===== src/hdl/spl_pkg.sv =====
// Shared constants and types for the speed PI loop.
// Used by spl_mul and speed_pi_loop_with_filter_top; no dependencies.
package spl_pkg;

  localparam int FRAC_BITS = 8;
  localparam int COUNT_W   = 16;

  // Filter weight on the new sample: 2^F - round(0.8 * 2^F)
  localparam int COEF_OLD  = ((4 << FRAC_BITS) + 2) / 5;
  localparam int COEF_NEW  = (1 << FRAC_BITS) - COEF_OLD;

  localparam int SUM_W     = COUNT_W + 1;
  localparam int TARGET_W  = SUM_W + FRAC_BITS;
  localparam int FILT_W    = TARGET_W + 1;
  localparam int INTEG_W   = 24;

  localparam int MCAND_W   = FILT_W + 1;
  localparam int MPLR_W    = 16;
  localparam int PROD_W    = MCAND_W + MPLR_W + 1;
  localparam int MCNT_W    = $clog2(MPLR_W);

  localparam int OUT_W     = 16;

  // Register indexes
  localparam logic [2:0] REG_PROP_GAIN  = 3'd0;
  localparam logic [2:0] REG_INTEG_GAIN = 3'd1;
  localparam logic [2:0] REG_INTEG_LIM  = 3'd2;
  localparam logic [2:0] REG_MOVE_SPEED = 3'd3;
  localparam logic [2:0] REG_TILT_LIM   = 3'd4;

  typedef struct packed {
    logic start;
    logic accumulate;
  } mul_cmd_t;

endpackage


===== src/hdl/spl_mul.sv =====
// Bit-serial signed shift-add multiplier, one multiplier bit per cycle.
// Depends on spl_pkg.
module spl_mul import spl_pkg::*; (
  input  logic                       clk_i,
  input  logic                       rst_ni,
  input  mul_cmd_t                   cmd_i,
  input  logic signed [MCAND_W-1:0]  mcand_i,
  input  logic signed [MPLR_W-1:0]   mplier_i,
  output logic signed [PROD_W-1:0]   product_o,
  output logic                       done_o
);

  logic [PROD_W-1:0] mcand_q;
  logic [MPLR_W-1:0] mplier_q;
  logic [PROD_W-1:0] acc_q, acc_d, term;
  logic [MCNT_W-1:0] cnt_q;
  logic              busy_q, done_q, last;

  assign last  = (cnt_q == MCNT_W'(MPLR_W - 1));
  assign term  = mplier_q[0] ? mcand_q : '0;
  // sign bit of the multiplier carries negative weight
  assign acc_d = last ? acc_q - term : acc_q + term;

  always_ff @(posedge clk_i or negedge rst_ni) begin
    if (!rst_ni) begin
      busy_q <= 1'b0;
      done_q <= 1'b0;
      cnt_q  <= '0;
    end else begin
      done_q <= busy_q && last;
      if (cmd_i.start) begin
        busy_q <= 1'b1;
        cnt_q  <= '0;
      end else if (busy_q) begin
        cnt_q <= cnt_q + 1'b1;
        if (last) begin
          busy_q <= 1'b0;
        end
      end
    end
  end

  always_ff @(posedge clk_i) begin
    if (cmd_i.start) begin
      mcand_q  <= {{(PROD_W-MCAND_W){mcand_i[MCAND_W-1]}}, mcand_i};
      mplier_q <= mplier_i;
      if (!cmd_i.accumulate) begin
        acc_q <= '0;
      end
    end else if (busy_q) begin
      mcand_q  <= {mcand_q[PROD_W-2:0], 1'b0};
      mplier_q <= {1'b0, mplier_q[MPLR_W-1:1]};
      acc_q    <= acc_d;
    end
  end

  assign product_o = $signed(acc_q);
  assign done_o    = done_q;

endmodule


===== src/hdl/speed_pi_loop_with_filter_top.sv =====
// Speed PI loop: low-pass filtered wheel speed, clamped integral, PI output.
// One item is in flight at a time; each item runs the bit-serial multiplier
// three times, for the filter step, the integral term and the proportional term.
// Next input is taken while a finished result still waits on the output.
// Reset (async, active low) clears filter, integral and handshakes; registers
// return to their documented defaults. Depends on spl_pkg, spl_mul.
module speed_pi_loop_with_filter_top import spl_pkg::*; (
  input  logic        clk_i,
  input  logic        rst_ni,
  // APB configuration
  input  logic        psel,
  input  logic        penable,
  input  logic        pwrite,
  input  logic [4:0]  paddr,
  input  logic [31:0] pwdata,
  output logic [31:0] prdata,
  output logic        pready,
  // input stream
  input  logic        s_axis_tvalid,
  output logic        s_axis_tready,
  // left_count[15:0], right_count[31:16], pitch_angle[48:32],
  // forward_cmd[49], backward_cmd[50], zero[55:51]
  input  logic [55:0] s_axis_tdata,
  // output stream
  output logic        m_axis_tvalid,
  input  logic        m_axis_tready,
  // drive_value[15:0], integral_term[31:16]
  output logic [31:0] m_axis_tdata
);

  localparam logic [2:0] ST_IDLE   = 3'd0;
  localparam logic [2:0] ST_FILT   = 3'd1;
  localparam logic [2:0] ST_ISUM   = 3'd2;
  localparam logic [2:0] ST_ICLAMP = 3'd3;
  localparam logic [2:0] ST_MULI   = 3'd4;
  localparam logic [2:0] ST_MULP   = 3'd5;
  localparam logic [2:0] ST_OUT    = 3'd6;

  localparam int QW = PROD_W - 2 * FRAC_BITS;
  localparam logic signed [QW-1:0] Q_MAX = QW'(2 ** (OUT_W - 1) - 1);
  localparam logic signed [QW-1:0] Q_MIN = ~Q_MAX;
  localparam int MOV_W = 10 + FRAC_BITS + 1;

  function automatic logic [OUT_W-1:0] trunc_sat(input logic signed [PROD_W-1:0] x);
    logic signed [PROD_W-1:0] biased;
    logic signed [QW-1:0]     q;
    biased = x + (x[PROD_W-1] ? PROD_W'((1 << (2 * FRAC_BITS)) - 1) : PROD_W'(0));
    q      = biased[PROD_W-1:2*FRAC_BITS];
    if (q > Q_MAX) begin
      return Q_MAX[OUT_W-1:0];
    end else if (q < Q_MIN) begin
      return Q_MIN[OUT_W-1:0];
    end
    return q[OUT_W-1:0];
  endfunction

  // configuration
  logic signed [15:0] prop_gain_q, integ_gain_q;
  logic [14:0]        integ_lim_q;
  logic [9:0]         move_speed_q;
  logic [15:0]        tilt_lim_q;
  logic               cfg_wr;

  // datapath state
  logic [2:0]                 state_q;
  logic signed [FILT_W-1:0]   filt_q;
  logic signed [INTEG_W-1:0]  integ_q;
  logic signed [MCAND_W-1:0]  isum_q;
  logic signed [PROD_W-1:0]   prod_i_q;
  logic                       fwd_q, bwd_q, tilt_hit_q;
  logic                       m_valid_q;
  logic [31:0]                m_data_q;

  logic                       s_fire, out_free;
  logic signed [SUM_W-1:0]    sum;
  logic signed [MCAND_W-1:0]  diff;
  logic signed [17:0]         pitch_ext, tilt_ext;
  logic signed [MOV_W-1:0]    mov_pos, mov;
  logic signed [MCAND_W-1:0]  lim, isum_d;
  logic signed [INTEG_W-1:0]  integ_clamp;
  logic signed [FILT_W-1:0]   filt_step;

  mul_cmd_t                   mul_cmd;
  logic signed [MCAND_W-1:0]  mul_a;
  logic signed [MPLR_W-1:0]   mul_b;
  logic signed [PROD_W-1:0]   mul_p;
  logic                       mul_done;

  assign pready = 1'b1;
  assign cfg_wr = psel && penable && pwrite && pready;

  always_ff @(posedge clk_i or negedge rst_ni) begin
    if (!rst_ni) begin
      prop_gain_q  <= '0;
      integ_gain_q <= '0;
      integ_lim_q  <= 15'd10000;
      move_speed_q <= 10'd150;
      tilt_lim_q   <= 16'd10240;
    end else if (cfg_wr) begin
      case (paddr[4:2])
        REG_PROP_GAIN:  prop_gain_q  <= pwdata[15:0];
        REG_INTEG_GAIN: integ_gain_q <= pwdata[15:0];
        REG_INTEG_LIM:  integ_lim_q  <= pwdata[14:0];
        REG_MOVE_SPEED: move_speed_q <= pwdata[9:0];
        REG_TILT_LIM:   tilt_lim_q   <= pwdata[15:0];
        default: ;
      endcase
    end
  end

  always_comb begin
    case (paddr[4:2])
      REG_PROP_GAIN:  prdata = {16'b0, prop_gain_q};
      REG_INTEG_GAIN: prdata = {16'b0, integ_gain_q};
      REG_INTEG_LIM:  prdata = {17'b0, integ_lim_q};
      REG_MOVE_SPEED: prdata = {22'b0, move_speed_q};
      REG_TILT_LIM:   prdata = {16'b0, tilt_lim_q};
      default:        prdata = '0;
    endcase
  end

  assign s_axis_tready = (state_q == ST_IDLE);
  assign s_fire        = s_axis_tvalid && s_axis_tready;
  assign out_free      = !m_valid_q || m_axis_tready;

  assign sum  = SUM_W'($signed(s_axis_tdata[15:0])) + SUM_W'($signed(s_axis_tdata[31:16]));
  assign diff = MCAND_W'($signed({sum, {FRAC_BITS{1'b0}}})) - MCAND_W'(filt_q);

  assign pitch_ext = 18'($signed(s_axis_tdata[48:32]));
  assign tilt_ext  = $signed({2'b0, tilt_lim_q});

  assign mov_pos = $signed({1'b0, move_speed_q, {FRAC_BITS{1'b0}}});
  assign mov     = fwd_q ? -mov_pos : (bwd_q ? mov_pos : '0);
  assign isum_d  = MCAND_W'(integ_q) + MCAND_W'(filt_q) - MCAND_W'(mov);

  assign lim = $signed(MCAND_W'({integ_lim_q, {FRAC_BITS{1'b0}}}));
  always_comb begin
    if (isum_q > lim) begin
      integ_clamp = lim[INTEG_W-1:0];
    end else if (isum_q < -lim) begin
      integ_clamp = -lim[INTEG_W-1:0];
    end else begin
      integ_clamp = isum_q[INTEG_W-1:0];
    end
  end

  assign filt_step = mul_p[FILT_W+FRAC_BITS-1:FRAC_BITS];

  always_comb begin
    mul_cmd = '0;
    mul_a   = '0;
    mul_b   = '0;
    case (state_q)
      ST_IDLE: begin
        mul_cmd.start = s_fire;
        mul_a         = diff;
        mul_b         = MPLR_W'(COEF_NEW);
      end
      ST_ICLAMP: begin
        mul_cmd.start = 1'b1;
        mul_a         = MCAND_W'(integ_clamp);
        mul_b         = integ_gain_q;
      end
      ST_MULI: begin
        mul_cmd.start      = mul_done;
        mul_cmd.accumulate = 1'b1;
        mul_a              = MCAND_W'(filt_q);
        mul_b              = prop_gain_q;
      end
      default: ;
    endcase
  end

  spl_mul u_mul (
    .clk_i     (clk_i),
    .rst_ni    (rst_ni),
    .cmd_i     (mul_cmd),
    .mcand_i   (mul_a),
    .mplier_i  (mul_b),
    .product_o (mul_p),
    .done_o    (mul_done)
  );

  always_ff @(posedge clk_i or negedge rst_ni) begin
    if (!rst_ni) begin
      state_q   <= ST_IDLE;
      filt_q    <= '0;
      integ_q   <= '0;
      m_valid_q <= 1'b0;
    end else begin
      if (state_q == ST_OUT && out_free) begin
        m_valid_q <= 1'b1;
      end else if (m_axis_tready) begin
        m_valid_q <= 1'b0;
      end
      case (state_q)
        ST_IDLE: begin
          if (s_fire) begin
            state_q <= ST_FILT;
          end
        end
        ST_FILT: begin
          if (mul_done) begin
            filt_q  <= filt_q + filt_step;
            state_q <= ST_ISUM;
          end
        end
        ST_ISUM: begin
          state_q <= ST_ICLAMP;
        end
        ST_ICLAMP: begin
          integ_q <= integ_clamp;
          state_q <= ST_MULI;
        end
        ST_MULI: begin
          if (mul_done) begin
            state_q <= ST_MULP;
          end
        end
        ST_MULP: begin
          if (mul_done) begin
            state_q <= ST_OUT;
          end
        end
        ST_OUT: begin
          if (out_free) begin
            if (tilt_hit_q) begin
              integ_q <= '0;
            end
            state_q <= ST_IDLE;
          end
        end
        default: state_q <= ST_IDLE;
      endcase
    end
  end

  always_ff @(posedge clk_i) begin
    if (s_fire) begin
      fwd_q      <= s_axis_tdata[49];
      bwd_q      <= s_axis_tdata[50];
      tilt_hit_q <= (pitch_ext > tilt_ext) || (pitch_ext < -tilt_ext);
    end
    if (state_q == ST_ISUM) begin
      isum_q <= isum_d;
    end
    if (state_q == ST_MULI && mul_done) begin
      prod_i_q <= mul_p;
    end
    if (state_q == ST_OUT && out_free) begin
      m_data_q <= {tilt_hit_q ? OUT_W'(0) : trunc_sat(prod_i_q), trunc_sat(mul_p)};
    end
  end

  assign m_axis_tvalid = m_valid_q;
  assign m_axis_tdata  = m_data_q;

endmodule


===== config.mk =====
export PLATFORM = sky130hd
export DESIGN_NAME = speed_pi_loop_with_filter_top
export DESIGN_NICKNAME = d
export VERILOG_FILES = /design/src/hdl/spl_pkg.sv /design/src/hdl/spl_mul.sv /design/src/hdl/speed_pi_loop_with_filter_top.sv
export SDC_FILE = /design/constraint.sdc
export NUM_CORES = 1
export LEC_CHECK = 0
export BUFFER_PORTS_ARGS = -buffer_cell sky130_fd_sc_hd__buf_4
export CAP_MARGIN = 20
export CORE_ASPECT_RATIO = 0.9
export CORE_MARGIN = 3
export CORE_UTILIZATION = 40
export DETAILED_ROUTE_END_ITERATION = 7
export HOLD_SLACK_MARGIN = 0.06
export PLACE_DENSITY_LB_ADDON = 0.08
export SETUP_SLACK_MARGIN = 0.5
export SLEW_MARGIN = 0
export SYNTH_ARGS = -nofsm -noshare
export SYNTH_HDL_FRONTEND = slang
export SYNTH_HIERARCHICAL = 1
export SYNTH_SLANG_ARGS = --single-unit

===== constraint.sdc =====
create_clock -name clk_i -period 7.93 [get_ports clk_i]
set_clock_uncertainty 0.05 [all_clocks]
set_input_delay 0.793 -clock clk_i [delete_from_list [all_inputs] [get_ports clk_i]]
set_output_delay 0.793 -clock clk_i [all_outputs]
set_load 0.02 [all_outputs]

== Yosys cells after proc, flatten, opt, wreduce, memory -nomap -nowiden ==
Cells that the tools add are included.
Operators by class
  multiplexer cells: 48
  eq/ne operators: 18
  order comparisons: 8
  $add $sub $neg: 14
  reductions and logical operators: 23
Operators with widths (number)
  2-to-1 mux 44 bit: 7
  2-to-1 mux 16 bit: 10
  2-to-1 mux 24 bit: 4
  adder 44 x 17 -> 44 bit: 2
  case mux 27 bit (3 select lines): 1
  case mux 16 bit (5 select lines): 1
  > comparator 28 x 16 -> 1 bit, second input constant: 2
  less-than comparator 28 x 16 -> 1 bit, second input constant: 2
  case mux 16 bit (3 select lines): 1
  case mux 24 bit (2 select lines): 1
  adder 44 bit: 1
  subtractor 44 bit: 1
  adder 24 x 26 -> 27 bit: 1
  > comparator 27 x 24 -> 1 bit: 1
  less-than comparator 27 bit: 1
  negation 23 -> 27 bit: 1
  subtractor 25 x 26 -> 27 bit: 1
  subtractor 27 x 19 -> 27 bit: 1
  adder 26 bit: 1
  negation 23 -> 24 bit: 1
  case mux 3 bit (7 select lines): 1
  2-to-1 mux 19 bit: 1
  negation 18 -> 19 bit: 1
  less-than comparator 17 x 18 -> 1 bit: 1
  other kinds (23): 66
Word-level totals
  output and inout bits: 67
  word-level logic and storage cells: 133
  input port bits: 100
  flip-flop bits (word level): 343

== Depth between registers and ports, before layout ==
Gate-level depths: netlist of the first run.
  word-level depth: 7
  gate-level depth with buffers: 24
  depth with buffers taken out: 23

== Hierarchy ==
Netlist of the first run, hierarchy kept.
Modules (own cells, without submodules)
  speed_pi_loop_with_filter_top: instances 1, cells each 1977, area each 18322.6 µm², seq. area each 6374.9 µm²
  spl_mul: instances 1, cells each 865, area each 8075.2 µm², seq. area each 3273.1 µm²

== Worst setup path after synthesis of the first run ==
Ideal clock, no wire load.
  kind: register to register
  start point: register state_q[0]
  end point: register u_mul.acc_q[0], in the netlist u_mul/product_o[0] (enable)
  required time: 7367 ps
  buffers on the path: 3
  setup slack: 472 ps
  cell stages (with the launch flop): 9
  period minus slack after synthesis: 7458 ps
  library setup time: 513 ps
  arrival time: 6896 ps
  cell sequence: dfrtp_1 clkbuf_1 nor2_1 and3_1 or3_1 clkbuf_1 clkbuf_1 or2_2 a21boi_0
RTL lines
  from (decl): line speed_pi_loop_with_filter_top.sv:65  | logic [2:0] state_q;
  from (signal assigned): line speed_pi_loop_with_filter_top.sv:186  | state_q <= ST_IDLE;
  from (signal assigned): line speed_pi_loop_with_filter_top.sv:199  | state_q <= ST_FILT;
  from (signal assigned): line speed_pi_loop_with_filter_top.sv:205  | state_q <= ST_ISUM;
  to (signal assigned): line spl_mul.sv:48  | acc_q <= '0;
  to (signal assigned): line spl_mul.sv:53  | acc_q <= acc_d;
  to (decl): line spl_mul.sv:15  | logic [PROD_W-1:0] acc_q, acc_d, term;

== Worst setup path after layout of the first run ==
  start point: input port s_axis_tdata[0]
  end point: register u_mul.mcand_q[27], data pin
Between the ends
  cells in the longest elaborated chain, start to end: 4
Ends and longest elaborated chain
  from (decl): line speed_pi_loop_with_filter_top.sv:23  | input logic [55:0] s_axis_tdata,
  adder 16 x 16 -> 17 bit: line speed_pi_loop_with_filter_top.sv:126  | assign sum = SUM_W'($signed(s_axis_tdata[15:0])) + SUM_W'($signed(s_axis_tdata[31:16]));
  subtractor 25 x 26 -> 27 bit: line speed_pi_loop_with_filter_top.sv:127  | assign diff = MCAND_W'($signed({sum, {FRAC_BITS{1'b0}}})) - MCAND_W'(filt_q);
  case mux 27 bit (3 select lines): line speed_pi_loop_with_filter_top.sv:153  | case (state_q)
  net mul_a[26]: line speed_pi_loop_with_filter_top.sv:84  | logic signed [MCAND_W-1:0] mul_a;
  2-to-1 mux 44 bit: line spl_mul.sv:44  | if (cmd_i.start) begin
  to (signal assigned): line spl_mul.sv:45  | mcand_q <= {{(PROD_W-MCAND_W){mcand_i[MCAND_W-1]}}, mcand_i};
  to (signal assigned): line spl_mul.sv:51  | mcand_q <= {mcand_q[PROD_W-2:0], 1'b0};
  to (decl): line spl_mul.sv:13  | logic [PROD_W-1:0] mcand_q;
The timed path passes the listed nets, and every way through them passes these cells.
A chain may end at the register's enable or synchronous reset.

==> out/metrics.cfg, run 1 <==
[synth]
synth_edf_count=210
ys_seq_area_share_pct=36.5
synth.area.mux_share_pct=5.48
synth_top_area_cell=edfxtp_1
netlist_area_um2=26400
async_flop_share_pct=38.8
yosysUniqueCellTypes=100
yosysMostFrequentCell=nand2_1
synth_seq_cells=343
netlist_instances=2842
synth_top_family_by_area=compound AO/OA/AOI/OAI gates
synth_xor_area_share_pct=6.83
synth_area_leaders=edfxtp_1 (24%), dfrtp_1 (12%), ha_1 (11%)
synthAdderAreaFrac_pct=12.9
yosysTopAreaCellShare_pct=23.9
synth_compound_area_share_pct=18.4
syn-mean-instance-area_um2=9.29
yosys.area_share.simple_pct=15.0
synth-main-ff-cell=edfxtp_1
synth_common_cells=nand2_1 (258), ha_1 (238), nor2_1 (217)
yosys_warnings=6

[power_and_ir_drop]
ir_drop_mv=0.183
leakagePower_nw=12.6
power_mw=13.6
p_per_area_nw_per_um2=461

[sta]
tightest_slew_ns=1.19
min_period_ns=5.85
drv_slew=0
fin_tns_setup_ns=0
worst_slack_ns=2.08
setup_viol=0
worst_slew_margin_rel_pct=19.9
clock.fmax_mhz=171
rsz0062_at_grt=no
hold_viol=0
finalCritPeriodShare_pct=73.8

[placement]
place.gp.congestion=0.910
portBuffers=126
detailed_place_hpwl_um=61600
place_ws_ns=1.45

[clock_network]
clockBufferDepth=3
clkLatencyLatePin_ns=0.57
clock-sinks=343
cts_buffers=41
cts-root-buf=clkbuf_16
ctsHtreeMaxLevel=2
ctsResizeCount=0
cts_tree=done
clkTransAtPathRegs_ns=0.06
postCtsSetupRepairBufs=0
cts-hold-fix-buffers=0

[final_layout]
multi_input_area_um2=15600
area_delta_synth_final_pct=11.5
drive_gt1_share_pct=13.4
nets=3277
ff_latch_area_um2=9650
diodes=0
fill_cells=6196

[die]
core_area_um2=64700
ios=167
die_y_um=250
die_w_um=277
die-area_um2=69100
core.rowCount=88
initial_core_util_pct=40.8

[worst_setup_path]
cp_max_fo=18
critPathRequiredTime_ns=8.26
critical_path.endpoint_type=flop
cp.arrival_ns=6.19
crit_type=input port to flop
cp-start-kind=input port

[worst_hold_path]
hold_path_class=input port to asynchronous set/reset pin

[global_routing]
antenna_found_initial=1
grt_pass1_vias=20275
grt_pass1_wl_um=121000
track_usage_pct=22.3
grt_max_degree=68
grt-ovfl-total=0

[route]
drc=0
wl_met1_um=39800
vias=21418
met3_length_um=4530
wl_met2_um=33200
viasPerCell=5.63
drt_wl_total_um=79300
wl_per_cell_um=20.8
ant_nets=0
highest_layer=met4
drt_iter0_drc=1544
drtPass1Iterations=5

[job]
maxCapViolCount=0

[status]
status=finished clean

sequential cells by signal, summed over array words and instances, names as in the netlist:
signal           flops
bwd_q                1
filt_q              26
fwd_q                1
integ_gain_q        16
integ_lim_q         15
integ_q             24
isum_q              27
m_axis_tdata        32
m_axis_tvalid        1
move_speed_q        10
prod_i_q            44
prop_gain_q         16
state_q              3
tilt_hit_q           1
tilt_lim_q          16
u_mul/busy_q         1
u_mul/cnt_q          4
u_mul/done_o         1
u_mul/mcand_q       44
u_mul/mplier_q      16
u_mul/product_o     44
layout by cell type (no fill, tap or decap), types with 19 or more instances in the layout:
| cell | n |
|---|---|
| clkbuf_16 | 42 |
| and3_1 | 29 |
| a22o_1 | 21 |
| o31ai_1 | 21 |
| ha_1 | 238 |
| a21oi_1 | 193 |
| fa_1 | 21 |
| nand4_1 | 45 |
| buf_4 | 150 |
| xnor2_1 | 125 |
| or3_1 | 19 |
| nor4_1 | 23 |
| a21o_1 | 72 |
| o21bai_1 | 21 |
| nand2_1 | 258 |
| nand2b_1 | 30 |
| xor2_1 | 81 |
| inv_1 | 182 |
| mux2i_1 | 26 |
| a31oi_1 | 25 |
| o21ai_0 | 197 |
| mux2_2 | 104 |
| o21a_1 | 36 |
| nor2_1 | 215 |
| dfrtp_1 | 122 |
| edfxtp_1 | 210 |
| o211ai_1 | 22 |
| nor2b_1 | 29 |
| nand3_1 | 63 |
| nor3_1 | 43 |
final timing paths:
check,startpoint,to,slack [ns],depth (start not counted)
setup / recovery,s_axis_tdata[0],u_mul/mcand_q[27]$_DFFE_PP_,2.08,23
hold / removal,rst_ni,integ_q[23]$_DFFE_PN0P_,0.20,1
setup reg to reg,integ_lim_q[0]$_DFFE_PN0P_,u_mul/mcand_q[27]$_DFFE_PP_,2.35,21
hold reg to reg,integ_q[1]$_DFFE_PN0P_,integ_q[1]$_DFFE_PN0P_,0.42,2
max in group asynchronous,rst_ni,u_mul/cnt_q[3]$_DFFE_PN0P_,6.20,2
min in group clk_i,s_axis_tdata[50],bwd_q$_DFFE_PP_,0.35,1
stage by stage:
stage / area, um2 / std cells / utilization (%) / hold slack (ns)
5_1_grt: 29400 / 3806 / 45.5 / 0.244
6_report: 29400 / 3806 / 45.5 / 0.198
3_3_place_gp: 28100 / 3727 / 43.4 / 0.410
4_1_cts: 29400 / 3805 / 45.5 / 0.207
3_5_place_dp: 28100 / 3729 / 43.4 / 0.416
2_1_floorplan: 26500 / 2857 / - / 0.396
layout make-up:
class / count / area share, %
multi-input combinational: 2197 / 52.9
clock buffer: 61 / 3.98
tap: 855 / 3.63
clock inverter: 15 / 0.463
inverter: 183 / 2.33
sequential: 343 / 32.8
timing repair buffer: 152 / 3.96
cell families (layout without fill, tap and decap cells):
logic type	after synthesis	count (layout)
xor+xnor	206	206
simple gates	827	827
buf+inv	317	411
mux	131	131
compound gates	757	757
fa+ha+maj	259	259
other cells	2	17
flops	343	343
per-layer routing:
metal	up-vias	GRT usage, %
met1	10341	34.3
met2	557	32.7
met5	-	0
li1	10439	-
met3	81	3.34
met4	0	5.25
critical path, stage by stage:
cell and delay [ns]:
buf_4 0.11, ha_1 0.21, fa_1 0.41, a21o_1 0.18, a21oi_1 0.22, o21bai_1 0.15, a21oi_1 0.34, o21ai_0 0.18
a21bo_2 0.23, o41ai_1 0.47, xnor2_1 0.18, ha_1 0.25, inv_1 0.09, o21bai_1 0.10, a31o_2 0.23, a21oi_1 0.22
o21bai_1 0.08, a21oi_1 0.22, nand2b_1 0.14, a31oi_1 0.08, o21ai_0 0.55, nand2_1 0.51, o21ai_0 0.23
power breakdown:
part	internal, mW	switching [mW]
Combinational	3.27	4.71
Clock	1.06	0.796
Sequential	2.86	0.852
(Power assumes the default switching activity.)
==> inputs of run 2 (changes only) <==
==> constraint.sdc (replaced) <==
create_clock -name clk_i -period 5.7 [get_ports clk_i]
set_clock_uncertainty 0.05 [all_clocks]
set_input_delay 0.57 -clock clk_i [delete_from_list [all_inputs] [get_ports clk_i]]
set_output_delay 0.57 -clock clk_i [all_outputs]
set_load 0.02 [all_outputs]
==> out/metrics.cfg, run 2 (synthesis gave the netlist of run 1 again) <==
[status]
status=finished clean

[route]
drc=0
drt_iter0_drc=1666
ant_nets=0
wl_per_cell_um=20.9
vias=21541
drt_wl_total_um=80400
viasPerCell=5.61
drtPass1Iterations=6

[die]
core.rowCount=88
die_y_um=250
ios=167
die_w_um=277
core_area_um2=64700
initial_core_util_pct=40.8
die-area_um2=69100

[sta]
drv_slew=0
whs_ns=0.151
setup_viol=0
clock.fmax_mhz=196
tightest_slew_ns=1.21
rsz0062_at_grt=yes
finalCritPeriodShare_pct=89.7
fin_tns_setup_ns=0
hold_viol=0
min_period_ns=5.11
worst_slew_margin_rel_pct=18.4

[placement]
place.gp.congestion=0.907
placed_cell_area_um2=28200
portBuffers=126
detailed_place_hpwl_um=62600

[global_routing]
grt_use_met2_pct=33.8
busiest_layer=met1
grt_pass1_vias=20680
track_usage_pct=22.6
groute.layer.met3.usage_pct=2.50
grt_pass1_wl_um=123000
grt-ovfl-total=0
grt_use_met1_pct=34.9
grt_max_degree=70
antenna_found_initial=1

[final_layout]
diodes=0
most-common-layout-cells=nand2_1 (258), ha_1 (236), nor2_1 (215)
drive_gt1_share_pct=14.8
area_delta_synth_final_pct=13.4
nets=3308
final_area_um2=29900
final_common_cell=nand2_1

[clock_network]
ctsHtreeMaxLevel=2
cts_tree=done
cts_buffers=42
clockBufferDepth=3
clock-sinks=343
clkLatencyLatePin_ns=0.57
clkTransAtPathRegs_ns=0.06
cts-root-buf=clkbuf_16

[power_and_ir_drop]
ir_drop_mv=0.296
leakagePower_nw=12.8
p_per_area_nw_per_um2=651

[worst_setup_path]
worst-path-buf-inv=0
crit_type=flop to flop
critical_path.endpoint_type=flop
critPathMaxStageDelay_ns=0.58
critPathRequiredTime_ns=5.97
cp_max_fo=7
critPathTopFamily=simple AND/OR/NAND/NOR gates
path_common_cell=or4_1
cp-start-kind=flop
crit_path_top_delay_cell=or4_4
cp.arrival_ns=5.38
path_cells=or4_4, or3_4, or4_1, o21ai_0, xnor2_1, nand2_1, ha_2, nand4_1, or4_1, o21ai_1, a21oi_1, o211ai_1, a21boi_0, mux2_2

[job]
maxCapViolCount=0

[worst_hold_path]
hold_path_class=input port to flop

[run 2: cell count changes in the layout (fill, tap and decap cells not counted), moves of 4 or more]
cell,change
buf_4,+29
bufinv_16,+8
clkbuf_1,-8
clkbuf_8,-4
clkinv_1,+4
[run 2: worst reg2reg max path, delay by kind of cell (launching register included)]
kind	cells	cell delay [ns]
AOI/OAI and AO/OA	5	1.13
xor gates and xnor gates	1	0.16
adders and majority gates	1	0.44
DFF	1	0.48
muxes	1	0.31
and+or+nand+nor	6	2.31
[run 2: path summary, 6_finish.rpt]
path / from / to / slack, ns / cells after the start
min in group asynchronous: rst_ni / integ_q[23]$_DFFE_PN0P_ / 0.55 / 2
worst max register to register: u_mul/mcand_q[8]$_DFFE_PP_ / u_mul/product_o[39]$_SDFFCE_PP0P_ / 0.59 / 14
worst min-delay path: s_axis_tdata[49] / fwd_q$_DFFE_PP_ / 0.15 / 1
max in group asynchronous: rst_ni / m_axis_tvalid$_DFFE_PN0P_ / 3.62 / 3
worst min register to register: integ_q[1]$_DFFE_PN0P_ / integ_q[1]$_DFFE_PN0P_ / 0.42 / 2
worst max-delay path: u_mul/mcand_q[8]$_DFFE_PP_ / u_mul/product_o[39]$_SDFFCE_PP0P_ / 0.59 / 14
[run 2: layout make-up]
class | count | area, um2
flip-flops and latches | 343 | 9650
repair buffers | 182 | 1380
clock inverters | 28 | 405
inverters | 183 | 687
multi-input cells | 2197 | 15700
clock buffers | 49 | 1090
fillers | 6233 | 34800
well taps | 855 | 1070
[run 2: metal layers]
metal	vias up	share of wire, %
li1	10503	-
met5	-	0
met2	531	43
met1	10427	50
met3	80	5.1
met4	0	2.0
[run 2: report_power, final]
part	total, mW	leakage [nW]	internal (mW)	switching, mW
sequential	5.11	3.74	3.98	1.13
combinational	11.4	8.34	4.66	6.77
clock	2.92	0.722	1.79	1.13
[run 2: timing repair]
item | CTS | global route
hold buffers | 1 | 0
endpoints found under the hold margin | 63 | 0
pin swaps | 0 | 6
gates resized for setup | 3 | 20
setup buffers | 0 | 12
endpoints found under the setup margin | 8 | 41
[run 2: per-stage QoR]
stage / setup slack, ns / utilization (%) / cells / power [mW]
global route: 0.354 / 46.2 / 3837 / 21.0
detailed placement: 0.228 / 43.6 / 3747 / 16.2
CTS: 0.495 / 45.9 / 3825 / 19.2
finish: 0.588 / 46.2 / 3837 / 19.5
floorplan: 0.734 / - / 2857 / 13.1
global placement: 0.276 / 43.6 / 3747 / 16.1
